[src/hw/rtl/ppr_fifo.sv]
// ----------------------------------------------------------------------------
// ppr_fifo
// Two-entry queue that decouples producer and consumer.
// ----------------------------------------------------------------------------
module ppr_fifo #(
	parameter int WIDTH = 8
) (
	input  logic             clk,
	input  logic             arst_n,
	input  logic             push,
	input  logic [WIDTH-1:0] din,
	output logic             full,
	input  logic             pop,
	output logic [WIDTH-1:0] dout,
	output logic             empty
);

	logic [WIDTH-1:0] mem_q [2];
	logic             wr_ptr_q;
	logic             rd_ptr_q;
	logic [1:0]       cnt_q;
	logic             do_push;
	logic             do_pop;

	assign full    = (cnt_q == 2'd2);
	assign empty   = (cnt_q == 2'd0);
	assign do_push = push && !full;
	assign do_pop  = pop && !empty;
	assign dout    = mem_q[rd_ptr_q];

	always_ff @(posedge clk or negedge arst_n) begin
		if (!arst_n) begin
			wr_ptr_q <= 1'b0;
			rd_ptr_q <= 1'b0;
			cnt_q    <= 2'd0;
		end else begin
			if (do_push) wr_ptr_q <= !wr_ptr_q;
			if (do_pop) rd_ptr_q <= !rd_ptr_q;
			unique case ({do_push, do_pop})
				2'b10:   cnt_q <= cnt_q + 2'd1;
				2'b01:   cnt_q <= cnt_q - 2'd1;
				default: cnt_q <= cnt_q;
			endcase
		end
	end

	always_ff @(posedge clk) begin
		if (do_push) mem_q[wr_ptr_q] <= din;
	end

endmodule

[config.mk]
export PLATFORM = sky130hd
export DESIGN_NAME = ppr_fifo
export DESIGN_NICKNAME = d
export VERILOG_FILES = /design/src/hw/rtl/ppr_fifo.sv
export SDC_FILE = /design/constraint.sdc
export NUM_CORES = 1
export LEC_CHECK = 0
export ABC_AREA = 1
export ABC_CLOCK_PERIOD_IN_PS = 3200
export BUFFER_PORTS_ARGS = -buffer_cell sky130_fd_sc_hd__buf_4
export CORE_UTILIZATION = 53
export DETAILED_ROUTE_END_ITERATION = 12
export PLACE_DENSITY_LB_ADDON = 0.2
export SKIP_LAST_GASP = 1
export SLEW_MARGIN = 20
export SYNTH_ARGS = -nofsm -noshare
export SYNTH_HDL_FRONTEND = slang
export SYNTH_SLANG_ARGS = --single-unit
[constraint.sdc]
create_clock -name clk -period 3.2 [get_ports clk]
set_input_delay 0.64 -clock clk [delete_from_list [all_inputs] [get_ports clk]]
set_output_delay 0.64 -clock clk [all_outputs]
set_load 0.01 [all_outputs]
======== After elaboration in Yosys (flattened, before gate mapping) ========
Memory sizes are Yosys's and may differ from the RTL's.
Cells that the tools add are included.
storage, ports and cells
  register bits ........................... 4
  logic and storage cells ................. 20
  memory bits (writable) .................. 16
  input port bits ......................... 12
  memories kept ........................... 1
  output and inout port bits .............. 10
cells by class
  multiplexer cells ....................... 3
  eq/ne operators ......................... 3
  reductions and logical operators ........ 8
  $add $sub $neg .......................... 2
memory list
  name   words  width  read ports  clocked after memory_dff  wr ports  RTL line  source
  mem_q  2      8      1           0                         1         18        logic [WIDTH-1:0] mem_q [2];
operators by type and width
  cell                 count
  $eq 2x2->1 const B   2
  $logic_not 1->1      4
  $pmux 2 s2           1
  $add 2x1->2 const B  1
  $eq 2x1->1 const B   1
  $logic_and 1x1->1    2
  $logic_not 2->1      1
  $mux 1               2
  $reduce_bool 2->1    1
  $sub 2x1->2 const B  1

======== Longest topological paths before layout ========
  word-level depth ........................ 5
  gate-level depth with buffers ........... 10
  mapped depth without buffers ............ 10

======== Worst setup path after synthesis ========
No wires, ideal clock.
  path type ............................... input to register
  from .................................... input push
  to ...................................... memory mem_q[1][0], enable pin
  setup slack ............................. 1761 ps
  path buffers ............................ 0
  required time ........................... 2829 ps
  library setup time ...................... 371 ps
  stages .................................. 2
  data arrival time ....................... 1068 ps
  path through ............................ o21ai_2 > nor2_1
between the ends
  longest elaborated chain between the ends .. 3
ends and longest elaborated chain
  item                          RTL line  source
  start, declared               10        input logic push,
  $logic_and 1x1->1             27        assign do_push = push && !full;
  $mux 1                        48        if (do_push) mem_q[wr_ptr_q] <= din;
  $mux 1 (not written as such)  48
  end, declared                 18
No other way between the ends.

======== Final worst setup path ========
  from .................................... register rd_ptr_q
  to ...................................... output dout[6]
between the ends
  longest elaborated chain between the ends .. 1
ends and longest elaborated chain
  item                    RTL line  source
  start, declared         20        logic rd_ptr_q;
  start signal, assigned  38        if (do_pop) rd_ptr_q <= !rd_ptr_q;
  $mem_v2 2x8             -
  end, declared           14        output logic [WIDTH-1:0] dout,
No other way between the ends.

==> impl_results.md <==
* Starting DRT DRC Count at 20
* Hold WC Path Type: primary input to async pin
* Die H at 41.3 um
* Commonest non-fill, non-tap cells in the layout: 32 x nand2_1, 21 x buf_4, 16 x edfxtp_1
* Fin crit share at 0.622
* Synth Area per Inst at 11.0 um^2
* Placed instance area at ~990 um^2
* Vias per cell at 5.07
* Tightest Pin Transition at around 0.68 ns
* Total GRT Usage at 0.230
* CTS resizes at 0
* Syn Nets at 87
* Critical Path End Type: primary output
* Slowest stage delay, CP at ~0.57 ns
* Starting Density at 0.598
* CP Data Required Time at 2.56 ns
* H-tree depth at 1
* Worst Path Arrival at 1.35 ns
* Synthesized area at 817 um^2
* Post-synth cell types at 14
* Largest net degree at the start of global routing at 12
* Cts bufs inserted at 3
* Startpoint types: register
* Fmax at 0.502 GHz
* First-pass GRT wire length at 2.29 mm
* CP dominant cell by count: nand2_1
* Final WS setup at 1.21 ns
* Final hold vios at 0
* RSZ-0062 raised after global routing: no
* Die area at 0.00170 mm^2
* Post-Syn Instances at 74
* Reg area at slightly below 600 um^2
* Io pins at 22
* Design area at 0.00101 mm^2
* CP bufs+invs at 2
* Core Box Area at 0.00137 mm^2
* Final min period at roughly 2 ns
* Post-DRT Antenna Nets at 0
* Critical Path Slowest Stage Cell: dfrtp_1
* DRT Wirelength at approximately 1.5 mm
* Max-slew violations at 0
* Clk_lat worst skew at 0.30 ns
* Status: complete, no violations
* Worst Skew at around 0.0077 ns
* Port Buf Inserts at 21
* Setup bufs post-CTS at 0
* Grt ovf at 0
* Sequential share of the synthesized area at 0.711
* CTS tree: built
* Share of cells above drive strength 1 at 0.316
* Maximum VDD drop at 624 uV
* GP Congestion at 0.809
* Worst Path Max Fanout at 10
* CP top delay family: flip-flops
* Final setup fails at 0
* #FFs+latches synth at 20
* Area leader, netlist: edfxtp_1
* Setup CP Type: register to primary output
* Yosys warnings at 0
* Rows at 13
* Top cell type's share of synthesized area at 0.588
* Clock-pin slew on the worst setup and hold paths at 0.11 ns
* DRC errors left at 0
* Crit-path cells: inv_2 > nand2_1 > nand2_1 > buf_4
* Maxcap violations at 0
* Area of the multi-input gates at 194 um^2
* Fin Setup TNS at 0 ns
* Die width at 41.3 um
* Hold_buf cts at 0
* Clk root buf: clkbuf_4
* CTS sink cnt at 20
* Max transition margin at 0.546
* Fill cells at 95
* Initial antenna violation count at 0
* Antenna Diode Count at 0
* PwrDens at 889 mW/mm^2
* Detail Placement HPWL at 1.15 mm
* TritonRoute pass-1 iters at 4
* Synth area leaders: edfxtp_1 59%, nand2_1 15%, dfrtp_1 12%
* Leak at 0.000488 uW
* DR vias at 573
* WL/cell at 13.7 um
* Commonest non-fill, non-tap cell in the layout: nand2_1
* Clock tree buffer depth at 2
* Vias in the first global route at around 530
* Area growth syn-to-layout at 24.2%
* Final Power at 902 uW
* Final #Nets at around 110
* Pre-CTS setup slack at 1.50 ns
## logic make-up after synthesis
family,after synthesis,synth area share
simple gates,40,0.201
flops,20,0.711
buf+inv,11,0.0521
compound gates,1,0.0107
xor+xnor,1,0.0107
fa+ha+maj,1,0.0153
## power by group
part / switching [uW] / internal, uW / total, uW / leakage (uW)
Clock: 72.3 / 45.5 / 118 / 0.0000154
Sequential: 51.1 / 362 / 413 / 0.000197
Combinational: 215 / 156 / 371 / 0.000275
## worst register-to-register path: stages (launching register included)
cell,delay [ns]
dfrtp_1,0.39
inv_1,0.15
o21ai_2,0.09
nor2_1,0.53
## Yosys cell counts
library cell and number:
nand4_1 1, nand2_1 32, dfrtp_1 4, ha_1 1
o21ai_2 1, buf_2 1, nand3_1 3, inv_1 7
nand2_2 2, nor2_2 1, edfxtp_1 16, nor2_1 1
xnor2_1 1, inv_2 3
## state kept, by name, indices dropped and copies added (netlist names)
signal,cells
cnt_q,2
rd_ptr_q,1
mem_q,16
wr_ptr_q,1
## area by class of cell
class | instances | area share
flip-flops and latches | 20 | 0.572
multi-input cells | 43 | 0.191
repair buffers | 21 | 0.155
inverters | 10 | 0.0370
clock buffers | 3 | 0.0222
well taps | 15 | 0.0185
clock inverters | 1 | 0.00370
## layer usage
layer	part of all wire	vias up	track usage	routed length [um]
met2	0.52	26	0.355	811
met5	0	-	0	0
met4	0.016	0	0.105	25
met1	0.38	259	0.271	594
met3	0.076	2	0.109	117
li1	-	286	-	-
## metrics by stage
| step | hold WS [ns] | utilization | cells |
|---|---|---|---|
| final | 0.111 | 0.743 | 113 |
| after global routing | 0.0986 | 0.743 | 113 |
| after CTS | 0.115 | 0.743 | 113 |
| after detailed placement | 0.443 | 0.723 | 109 |
| after global placement | 0.440 | 0.723 | 109 |
| after floorplan | 0.344 | - | 74 |
## final timing paths
path | cells after the start | endpoint | slack, ns | start
setup / recovery | 4 | dout[6] | 1.21 | rd_ptr_q
max in group asynchronous | 1 | rd_ptr_q | 2.98 | arst_n
hold reg to reg | 2 | cnt_q[1] | 0.50 | cnt_q[1]
min in group clk | 2 | cnt_q[1] | 0.50 | cnt_q[1]
setup reg to reg | 3 | mem_q[1][3] | 1.67 | cnt_q[1]
hold / removal | 1 | wr_ptr_q | 0.11 | arst_n
(Power assumes the default switching activity.)
