===== config.mk =====
export PLATFORM = sky130hd
export DESIGN_NAME = ppr_front
export DESIGN_NICKNAME = d
export VERILOG_FILES = /design/src/hw/rtl/ppr_pkg.sv /design/src/hw/rtl/ppr_front.sv
export SDC_FILE = /design/constraint.sdc
export NUM_CORES = 2
export LEC_CHECK = 0
export ABC_AREA = 1
export BUFFER_PORTS_ARGS = -buffer_cell sky130_fd_sc_hd__buf_2
export CAP_MARGIN = 10
export CORE_ASPECT_RATIO = 0.6
export CORE_MARGIN = 3
export CORE_UTILIZATION = 39
export DETAILED_ROUTE_END_ITERATION = 7
export SLEW_MARGIN = 20
export SYNTH_ARGS = -nofsm -noshare
export SYNTH_HDL_FRONTEND = slang
export SYNTH_SLANG_ARGS = --single-unit
export TNS_END_PERCENT = 30

===== constraint.sdc =====
create_clock -name clk -period 9.75 [get_ports clk]
set_input_delay 1.95 -clock clk [delete_from_list [all_inputs] [get_ports clk]]
set_output_delay 1.95 -clock clk [all_outputs]
set_load 0.02 [all_outputs]

===== src/hw/rtl/ppr_pkg.sv =====
// ----------------------------------------------------------------------------
// ppr_pkg
// Types and constants shared by the priority point rasterizer modules.
// ----------------------------------------------------------------------------
package ppr_pkg;

	localparam int ADDR_W = 24;
	localparam logic [7:0] DEFAULT_PRIO_CLASS = 8'd6;
	localparam logic [7:0] COLOR_FULL = 8'd255;
	localparam logic [7:0] COLOR_DIM = 8'd85;

	typedef enum logic [1:0] {
		REQ_PRIO  = 2'd0,
		REQ_POINT = 2'd1,
		REQ_READ  = 2'd2,
		REQ_NONE  = 2'd3
	} req_code_t;

	typedef enum logic [2:0] {
		CFG_ORIGIN_X  = 3'd0,
		CFG_ORIGIN_Y  = 3'd1,
		CFG_INV_GRID  = 3'd2,
		CFG_NUM_ROWS  = 3'd3,
		CFG_NUM_COLS  = 3'd4,
		CFG_BUILDING  = 3'd5
	} cfg_code_t;

	typedef enum logic [1:0] {
		F_IDLE,
		F_MUL,
		F_IDX,
		F_SEND
	} front_state_t;

	typedef enum logic [1:0] {
		B_IDLE,
		B_RD,
		B_PRIO,
		B_DEC
	} back_state_t;

	typedef struct packed {
		logic [1:0]         req_type;
		logic signed [31:0] coord_x;
		logic signed [31:0] coord_y;
		logic signed [31:0] point_z;
		logic [7:0]         point_class;
		logic [7:0]         priority_class;
		logic [15:0]        priority_value;
		logic [15:0]        cell_index;
	} req_t;

	typedef struct packed {
		logic [7:0]         cell_class;
		logic signed [31:0] cell_z;
		logic [7:0]         red;
		logic [7:0]         green;
		logic [7:0]         blue;
		logic               out_of_range;
	} res_t;

	typedef struct packed {
		logic signed [31:0] origin_x;
		logic signed [31:0] origin_y;
		logic [23:0]        inv_grid_q16;
		logic [12:0]        num_rows;
		logic [12:0]        num_cols;
		logic [7:0]         building_class;
	} cfg_t;

	typedef struct packed {
		req_code_t          op;
		logic               valid;
		logic [ADDR_W-1:0]  addr;
		logic [7:0]         point_class;
		logic signed [31:0] point_z;
		logic [7:0]         priority_class;
		logic [15:0]        priority_value;
	} cmd_t;

endpackage


===== src/hw/rtl/ppr_front.sv =====
// ----------------------------------------------------------------------------
// ppr_front
// Accepts requests, maps points to cells and checks read addresses.
// ----------------------------------------------------------------------------
module ppr_front import ppr_pkg::*; #(
	parameter int PIXEL_CAPACITY = 65536
) (
	input  logic clk,
	input  logic arst_n,
	input  cfg_t cfg,
	input  logic clearing,
	input  logic push,
	input  req_t item,
	output logic full,
	output cmd_t cmd,
	output logic cmd_push,
	input  logic cmd_full
);

	localparam logic [25:0] CAP26 = 26'(PIXEL_CAPACITY);

	front_state_t       state_q, state_d;
	req_t               item_s1;
	logic [31:0]        dx_s1, dy_s1;
	logic               negx_s1, negy_s1;
	logic [55:0]        prodx_s2, prody_s2;
	logic               okc_s3;
	logic [25:0]        idx_s3, cells_s3;
	logic signed [32:0] dx_w, dy_w;
	logic [39:0]        qx, qy;
	logic [12:0]        rowflip;
	logic               accept;

	assign accept = push && !full;
	assign full   = (state_q != F_IDLE) || clearing;
	assign dx_w   = $signed({item.coord_x[31], item.coord_x}) -
	                $signed({cfg.origin_x[31], cfg.origin_x});
	assign dy_w   = $signed({item.coord_y[31], item.coord_y}) -
	                $signed({cfg.origin_y[31], cfg.origin_y});
	assign qx      = prodx_s2[55:16];
	assign qy      = prody_s2[55:16];
	assign rowflip = cfg.num_rows - 13'd1 - qy[12:0];

	always_ff @(posedge clk or negedge arst_n) begin
		if (!arst_n) begin
			state_q <= F_IDLE;
		end else begin
			state_q <= state_d;
		end
	end

	always_ff @(posedge clk) begin
		if (accept) begin
			item_s1 <= item;
			dx_s1   <= dx_w[31:0];
			dy_s1   <= dy_w[31:0];
			negx_s1 <= dx_w[32];
			negy_s1 <= dy_w[32];
		end
		if (state_q == F_MUL) begin
			prodx_s2 <= 56'(dx_s1) * 56'(cfg.inv_grid_q16);
			prody_s2 <= 56'(dy_s1) * 56'(cfg.inv_grid_q16);
		end
		if (state_q == F_IDX) begin
			okc_s3   <= !negx_s1 && !negy_s1 && (qx < 40'(cfg.num_cols)) &&
			            (qy < 40'(cfg.num_rows));
			idx_s3   <= 26'(rowflip) * 26'(cfg.num_cols) + 26'(qx[12:0]);
			cells_s3 <= 26'(cfg.num_rows) * 26'(cfg.num_cols);
		end
	end

	always_comb begin
		cmd.op             = req_code_t'(item_s1.req_type);
		cmd.point_class    = item_s1.point_class;
		cmd.point_z        = item_s1.point_z;
		cmd.priority_class = item_s1.priority_class;
		cmd.priority_value = item_s1.priority_value;
		if (cmd.op == REQ_READ) begin
			cmd.valid = (26'(item_s1.cell_index) < cells_s3) &&
			            (26'(item_s1.cell_index) < CAP26);
			cmd.addr  = ADDR_W'(item_s1.cell_index);
		end else begin
			cmd.valid = okc_s3 && (idx_s3 < CAP26);
			cmd.addr  = idx_s3[ADDR_W-1:0];
		end
	end

	always_comb begin
		state_d  = state_q;
		cmd_push = 1'b0;
		unique case (state_q)
			F_IDLE: if (accept) state_d = F_MUL;
			F_MUL:  state_d = F_IDX;
			F_IDX:  state_d = F_SEND;
			F_SEND: begin
				if (!cmd_full) begin
					cmd_push = 1'b1;
					state_d  = F_IDLE;
				end
			end
			default: state_d = F_IDLE;
		endcase
	end

endmodule


== After elaboration in Yosys (flattened, before gate mapping) ==
Index checks and enable logic that the tools add are counted.

* Multiplexer cells: 6
* Bitwise operators: 0
* Reductions and logical operators: 12
* Add/subtract/negate cells: 5
* Multiply operators: 4
* Eq/ne operators: 6
* Divide/modulo/power cells: 0
* Shift-type cells: 0
* $lt $le $gt $ge: 4

{| class="wikitable"
|+ Operator list
! cell !! number
|-
| 32-bit by 24-bit multiplier with 56-bit output || 2
|-
| 40-bit by 13-bit less-than comparator with 1-bit output || 2
|-
| 32-bit by 32-bit subtractor with 33-bit output || 2
|-
| 13-bit by 13-bit multiplier with 26-bit output || 2
|-
| 26-bit by 13-bit adder with 26-bit output || 1
|-
| 16-bit by 26-bit less-than comparator with 1-bit output || 1
|-
| 26-bit by 17-bit less-than comparator with 1-bit output (second input constant) || 1
|-
| 25-bit 2-to-1 mux || 1
|-
| 13-bit by 1-bit subtractor with 13-bit output (second input constant) || 1
|-
| 13-bit subtractor || 1
|-
| 2-bit one-hot mux with 4 select lines || 1
|-
| 2-bit == test (second input constant) || 3
|-
| 1-bit logical AND || 5
|-
| 2-bit 2-to-1 mux || 2
|-
| 2-bit inequality test (second input constant) || 2
|-
| 1-bit logical NOT || 3
|-
| 2-bit by 1-bit == test with 1-bit output (second input constant) || 1
|-
| 2-bit logical NOT || 1
|-
| 1-bit 2-to-1 mux || 2
|-
| 2-bit AND reduction || 1
|-
| 2-bit nonzero test || 1
|-
| 1-bit logical OR || 1
|}

* Bits of input ports: 273
* Latch bits: 0
* Memory bits (read-only): 0
* Register bits after elaboration: 315
* Memories kept: 0
* RAM bits: 0
* Word-level logic and storage cells: 53
* Output and inout port bits: 93

== Logic depth before layout (Yosys ltp) ==
* Word-level depth: 6
* Depth in mapped cells: 33
* Mapped depth without buffers: 32

== Least setup slack after synthesis ==
Ideal clock, no wire load.

* Kind: input to register
* Start: input port clearing
* End: register item_s1, in the netlist cmd[0], enable pin
* Cell stages on the path: 3
* Data required time: 9092 ps
* Buffers on the path: 0
* Library setup time: 658 ps
* Setup slack: 765 ps
* Arrival time: 8327 ps
* Cell sequence: inv_1 nand2_1 nor2_1

* Cells in the longest elaborated chain, start to end: 3

{| class="wikitable"
|+ Ends and longest elaborated chain
! element !! RTL line !! RTL
|-
| start, declared || ppr_front.sv:11 || <nowiki>input logic clearing,</nowiki>
|-
| 1-bit logical OR || ppr_front.sv:35 || <nowiki>assign full = (state_q != F_IDLE) || clearing;</nowiki>
|-
| via full || ppr_front.sv:14 || <nowiki>output logic full,</nowiki>
|-
| 1-bit logical NOT || ppr_front.sv:34 || <nowiki>assign accept = push && !full;</nowiki>
|-
| 1-bit logical AND || ppr_front.sv:34 ||
|-
| via accept || ppr_front.sv:32 || <nowiki>logic accept;</nowiki>
|-
| end signal, assigned || ppr_front.sv:54 || <nowiki>item_s1 <= item;</nowiki>
|-
| end, declared || ppr_front.sv:23 || <nowiki>req_t item_s1;</nowiki>
|}

The timed path passes the listed nets, and every way through them passes these cells.
A chain may end at the register's enable or synchronous reset.

== Final worst setup path ==
* Start: input port cfg[34] in the netlist's numbering
* End: register prody_s2[28], data pin

* Cells in the longest elaborated chain, start to end: 1

{| class="wikitable"
|+ Ends and longest elaborated chain
! element !! RTL line !! RTL
|-
| start, declared || ppr_front.sv:10 || <nowiki>input cfg_t cfg,</nowiki>
|-
| 32-bit by 24-bit multiplier with 56-bit output || ppr_front.sv:62 || <nowiki>prody_s2 <= 56'(dy_s1) * 56'(cfg.inv_grid_q16);</nowiki>
|-
| end signal, assigned || ppr_front.sv:62 ||
|-
| end, declared || ppr_front.sv:26 || <nowiki>logic [55:0] prodx_s2, prody_s2;</nowiki>
|}

Every way passes these cells.

==> flow_summary_export.csv <==
group,metric,value,unit
status,status,"complete, no violations",
clock_network,post-cts-setup-buffers,0,
sta,hold_violations,0,
yosys,synthCells,10100,
grt,overflow,0,
final_layout,syn_to_final_growth,7.77,%
worst_setup_path,required,10040,ps
floorplanning,die_height,355,um
sta,maxSlewViolCount,0,
yosys,avgSynthCellArea,7.82,um^2
yosys,ys_seq_elements,283,
grt,grt_pass1_wl,379,mm
place,dpl.hpwl,199,mm
worst_setup_path,critPathCaptureType,"register",
grt,grt.total_usage,0.231,
detailed_routing,wl_per_cell,18.3,um
clock_network,clock_latency,620,ps
detailed_routing,num_vias,63300,
sta,fmax,116,MHz
detailed_routing,ant_nets,0,
worst_setup_path,crit_top_cell,"fa_1",
place,gp_congestion,0.944,
floorplanning,io_pins,366,
worst_setup_path,cp.arrival,8920,ps
clock_network,clock_path_buffers,3,
floorplanning,start_util,0.395,
sta,min_period_over_period,0.885,
yosys,synth_top_cell_area_share,0.396,
final_layout,fin_nets,12700,
worst_setup_path,startpoint_type,"primary input",
sta,post-route-min-period,8630,ps
detailed_routing,drtPass1Iterations,6,
floorplanning,core_area,201000,um^2
detailed_routing,drcViolationCount,0,
worst_setup_path,path_class,"primary input to register",
clock_network,cts_resized,0,
final_layout,layout-drive-gt1-share,0.0585,
floorplanning,core.rowCount,127,
yosys,yosys.area.top_type,"fa_1",
yosys,synth_area,79300,um^2
clock_network,numCtsBuffers,37,
hold_path,holdCritPathClass,"register to register",
yosys,synth_cell_types,50,
clock_network,numClockSinks,283,
clock_network,cts_tree,"yes",
worst_setup_path,crit_slowest_cell,"fa_1",
yosys,synth_edf_count,281,
sta,slew_headroom,0.208,
yosys,seq_area_frac_synth,0.107,
clock_network,root_buffer,"clkbuf_16",
place,io_buffer_count,357,
clock_network,path_clk_slew,60,ps
clock_network,htreeDepth,2,
yosys,ys.flop_type,"edfxtp_1",
detailed_routing,vias_per_cell,4.87,
sta,skew,21.7,ps
sta,finalSetupViolCount,0,
yosys,synth.area.top_cells,"fa_1 (40%), inv_1 (15%), nand2_1 (12%)",
floorplanning,fp.dieArea,209000,um^2
grt,antenna_found_initial,9,
yosys,synth_fp_nets,12600,
sta,fin_setup_tns,0,ps
detailed_routing,drt_iter0_markers,5264,
sta,worstMarginPinSlew,1190,ps
yosys,yosysWarnings,0,
yosys,synth-async-reset-ratio,0.00707,
grt,grt_max_degree,65,
sta,rsz0062_at_grt,"false",
worst_setup_path,slowest_delay,560,ps
job,max_cap_violations,0,
detailed_routing,wirelength,238,mm
clock_network,holdBufCountCts,0,
grt,grt_pass1_vias,66300,
worst_setup_path,cp_max_fo,22,
floorplanning,die_x,588,um
per-stage QoR:
step	std cells	util	hold WS [ps]	setup slack (ps)	area (um^2)
after CTS	13000	0.424	682	1220	85200
after global placement	12900	0.418	628	649	83900
final	13000	0.425	672	1120	85400
after global routing	13000	0.425	715	773	85400
after detailed placement	12900	0.418	668	579	83900
after floorplan	10100	-	544	765	79300
state kept, by name (all words and copies together) (netlist names):
name and flops:
cells_s3 26, state_q 2, prodx_s2 40, negy_s1 1, okc_s3 1, idx_s3 26, cmd 66, dx_s1 32
negx_s1 1, item_s1 16, dy_s1 32, prody_s2 40
path summary, 6_finish.rpt:
check,slack (ps),cells after the start,start,to
worst max-delay path,1120,25,cfg[34],prody_s2[28]
worst min-delay path,670,2,state_q[1],state_q[1]
worst max register to register,2170,29,prody_s2[16],idx_s3[17]
worst min register to register,670,2,state_q[1],state_q[1]
max in group asynchronous,8530,1,arst_n,state_q[1]
min in group asynchronous,1120,1,arst_n,state_q[0]
worst max-delay path: cells and delay by family:
kind	cells	cell delay [ps]
buf+inv	8	1360
fa+ha+maj	8	3890
simple gates	9	1650
logic make-up (layout without fill, tap and decap cells):
logic type / Yosys count / in the layout / synth area share
buffers and inverters: 3547 / 3706 / 0.171
AND/OR/NAND/NOR: 3309 / 3309 / 0.164
adder cells (fa/ha/maj): 2206 / 2206 / 0.497
AO/OA/AOI/OAI: 628 / 628 / 0.0438
flip-flops: 283 / 283 / 0.107
XOR/XNOR: 156 / 156 / 0.0175
other: 0 / 3 / 0
layer usage:
metal | track usage | part of all wire | vias up
met5 | 0 | 0 | -
met4 | 0.0381 | 0.015 | 0
met3 | 0.0422 | 0.093 | 222
met2 | 0.338 | 0.41 | 2462
met1 | 0.359 | 0.48 | 31500
li1 | - | - | 29200
Yosys cell counts, types with 51 or more instances:
| library cell | count |
|---|---|
| fa_1 | 1568 |
| buf_4 | 67 |
| nand3_1 | 177 |
| clkbuf_1 | 293 |
| ha_1 | 638 |
| nor2_1 | 447 |
| buf_1 | 51 |
| edfxtp_1 | 281 |
| xor2_1 | 105 |
| o21ai_0 | 166 |
| inv_1 | 3123 |
| nand2_1 | 2540 |
| a21oi_1 | 321 |
cell usage in the layout (no fill, tap or decap), types with 13 or more instances in the layout:
master	instances
buf_2	354
nor4_1	19
edfxtp_1	281
o21bai_1	48
nor2_1	445
a21o_1	25
o21ai_0	166
nand3_1	177
buf_4	123
xnor2_1	48
nand2_1	2540
nand4_1	47
nor3_1	46
ha_1	636
fa_1	1568
inv_1	3123
clkbuf_16	38
xor2_1	105
buf_12	17
a21oi_1	321
o21ai_1	13
a21boi_0	16
final cells by class:
cell class | count | area (um^2)
Sequential cell | 283 | 8490
Clock buffer | 41 | 962
Tap cell | 2709 | 3390
Antenna cell | 3 | 7.51
Inverter | 3132 | 11800
Timing Repair Buffer | 507 | 3260
Fill cell | 20300 | 115000
Multi-Input combinational cell | 6299 | 57200
Clock inverter | 26 | 335
Power is not shown: default switching activity piles up to over one toggle a cycle in this logic, so the estimate is an artifact.
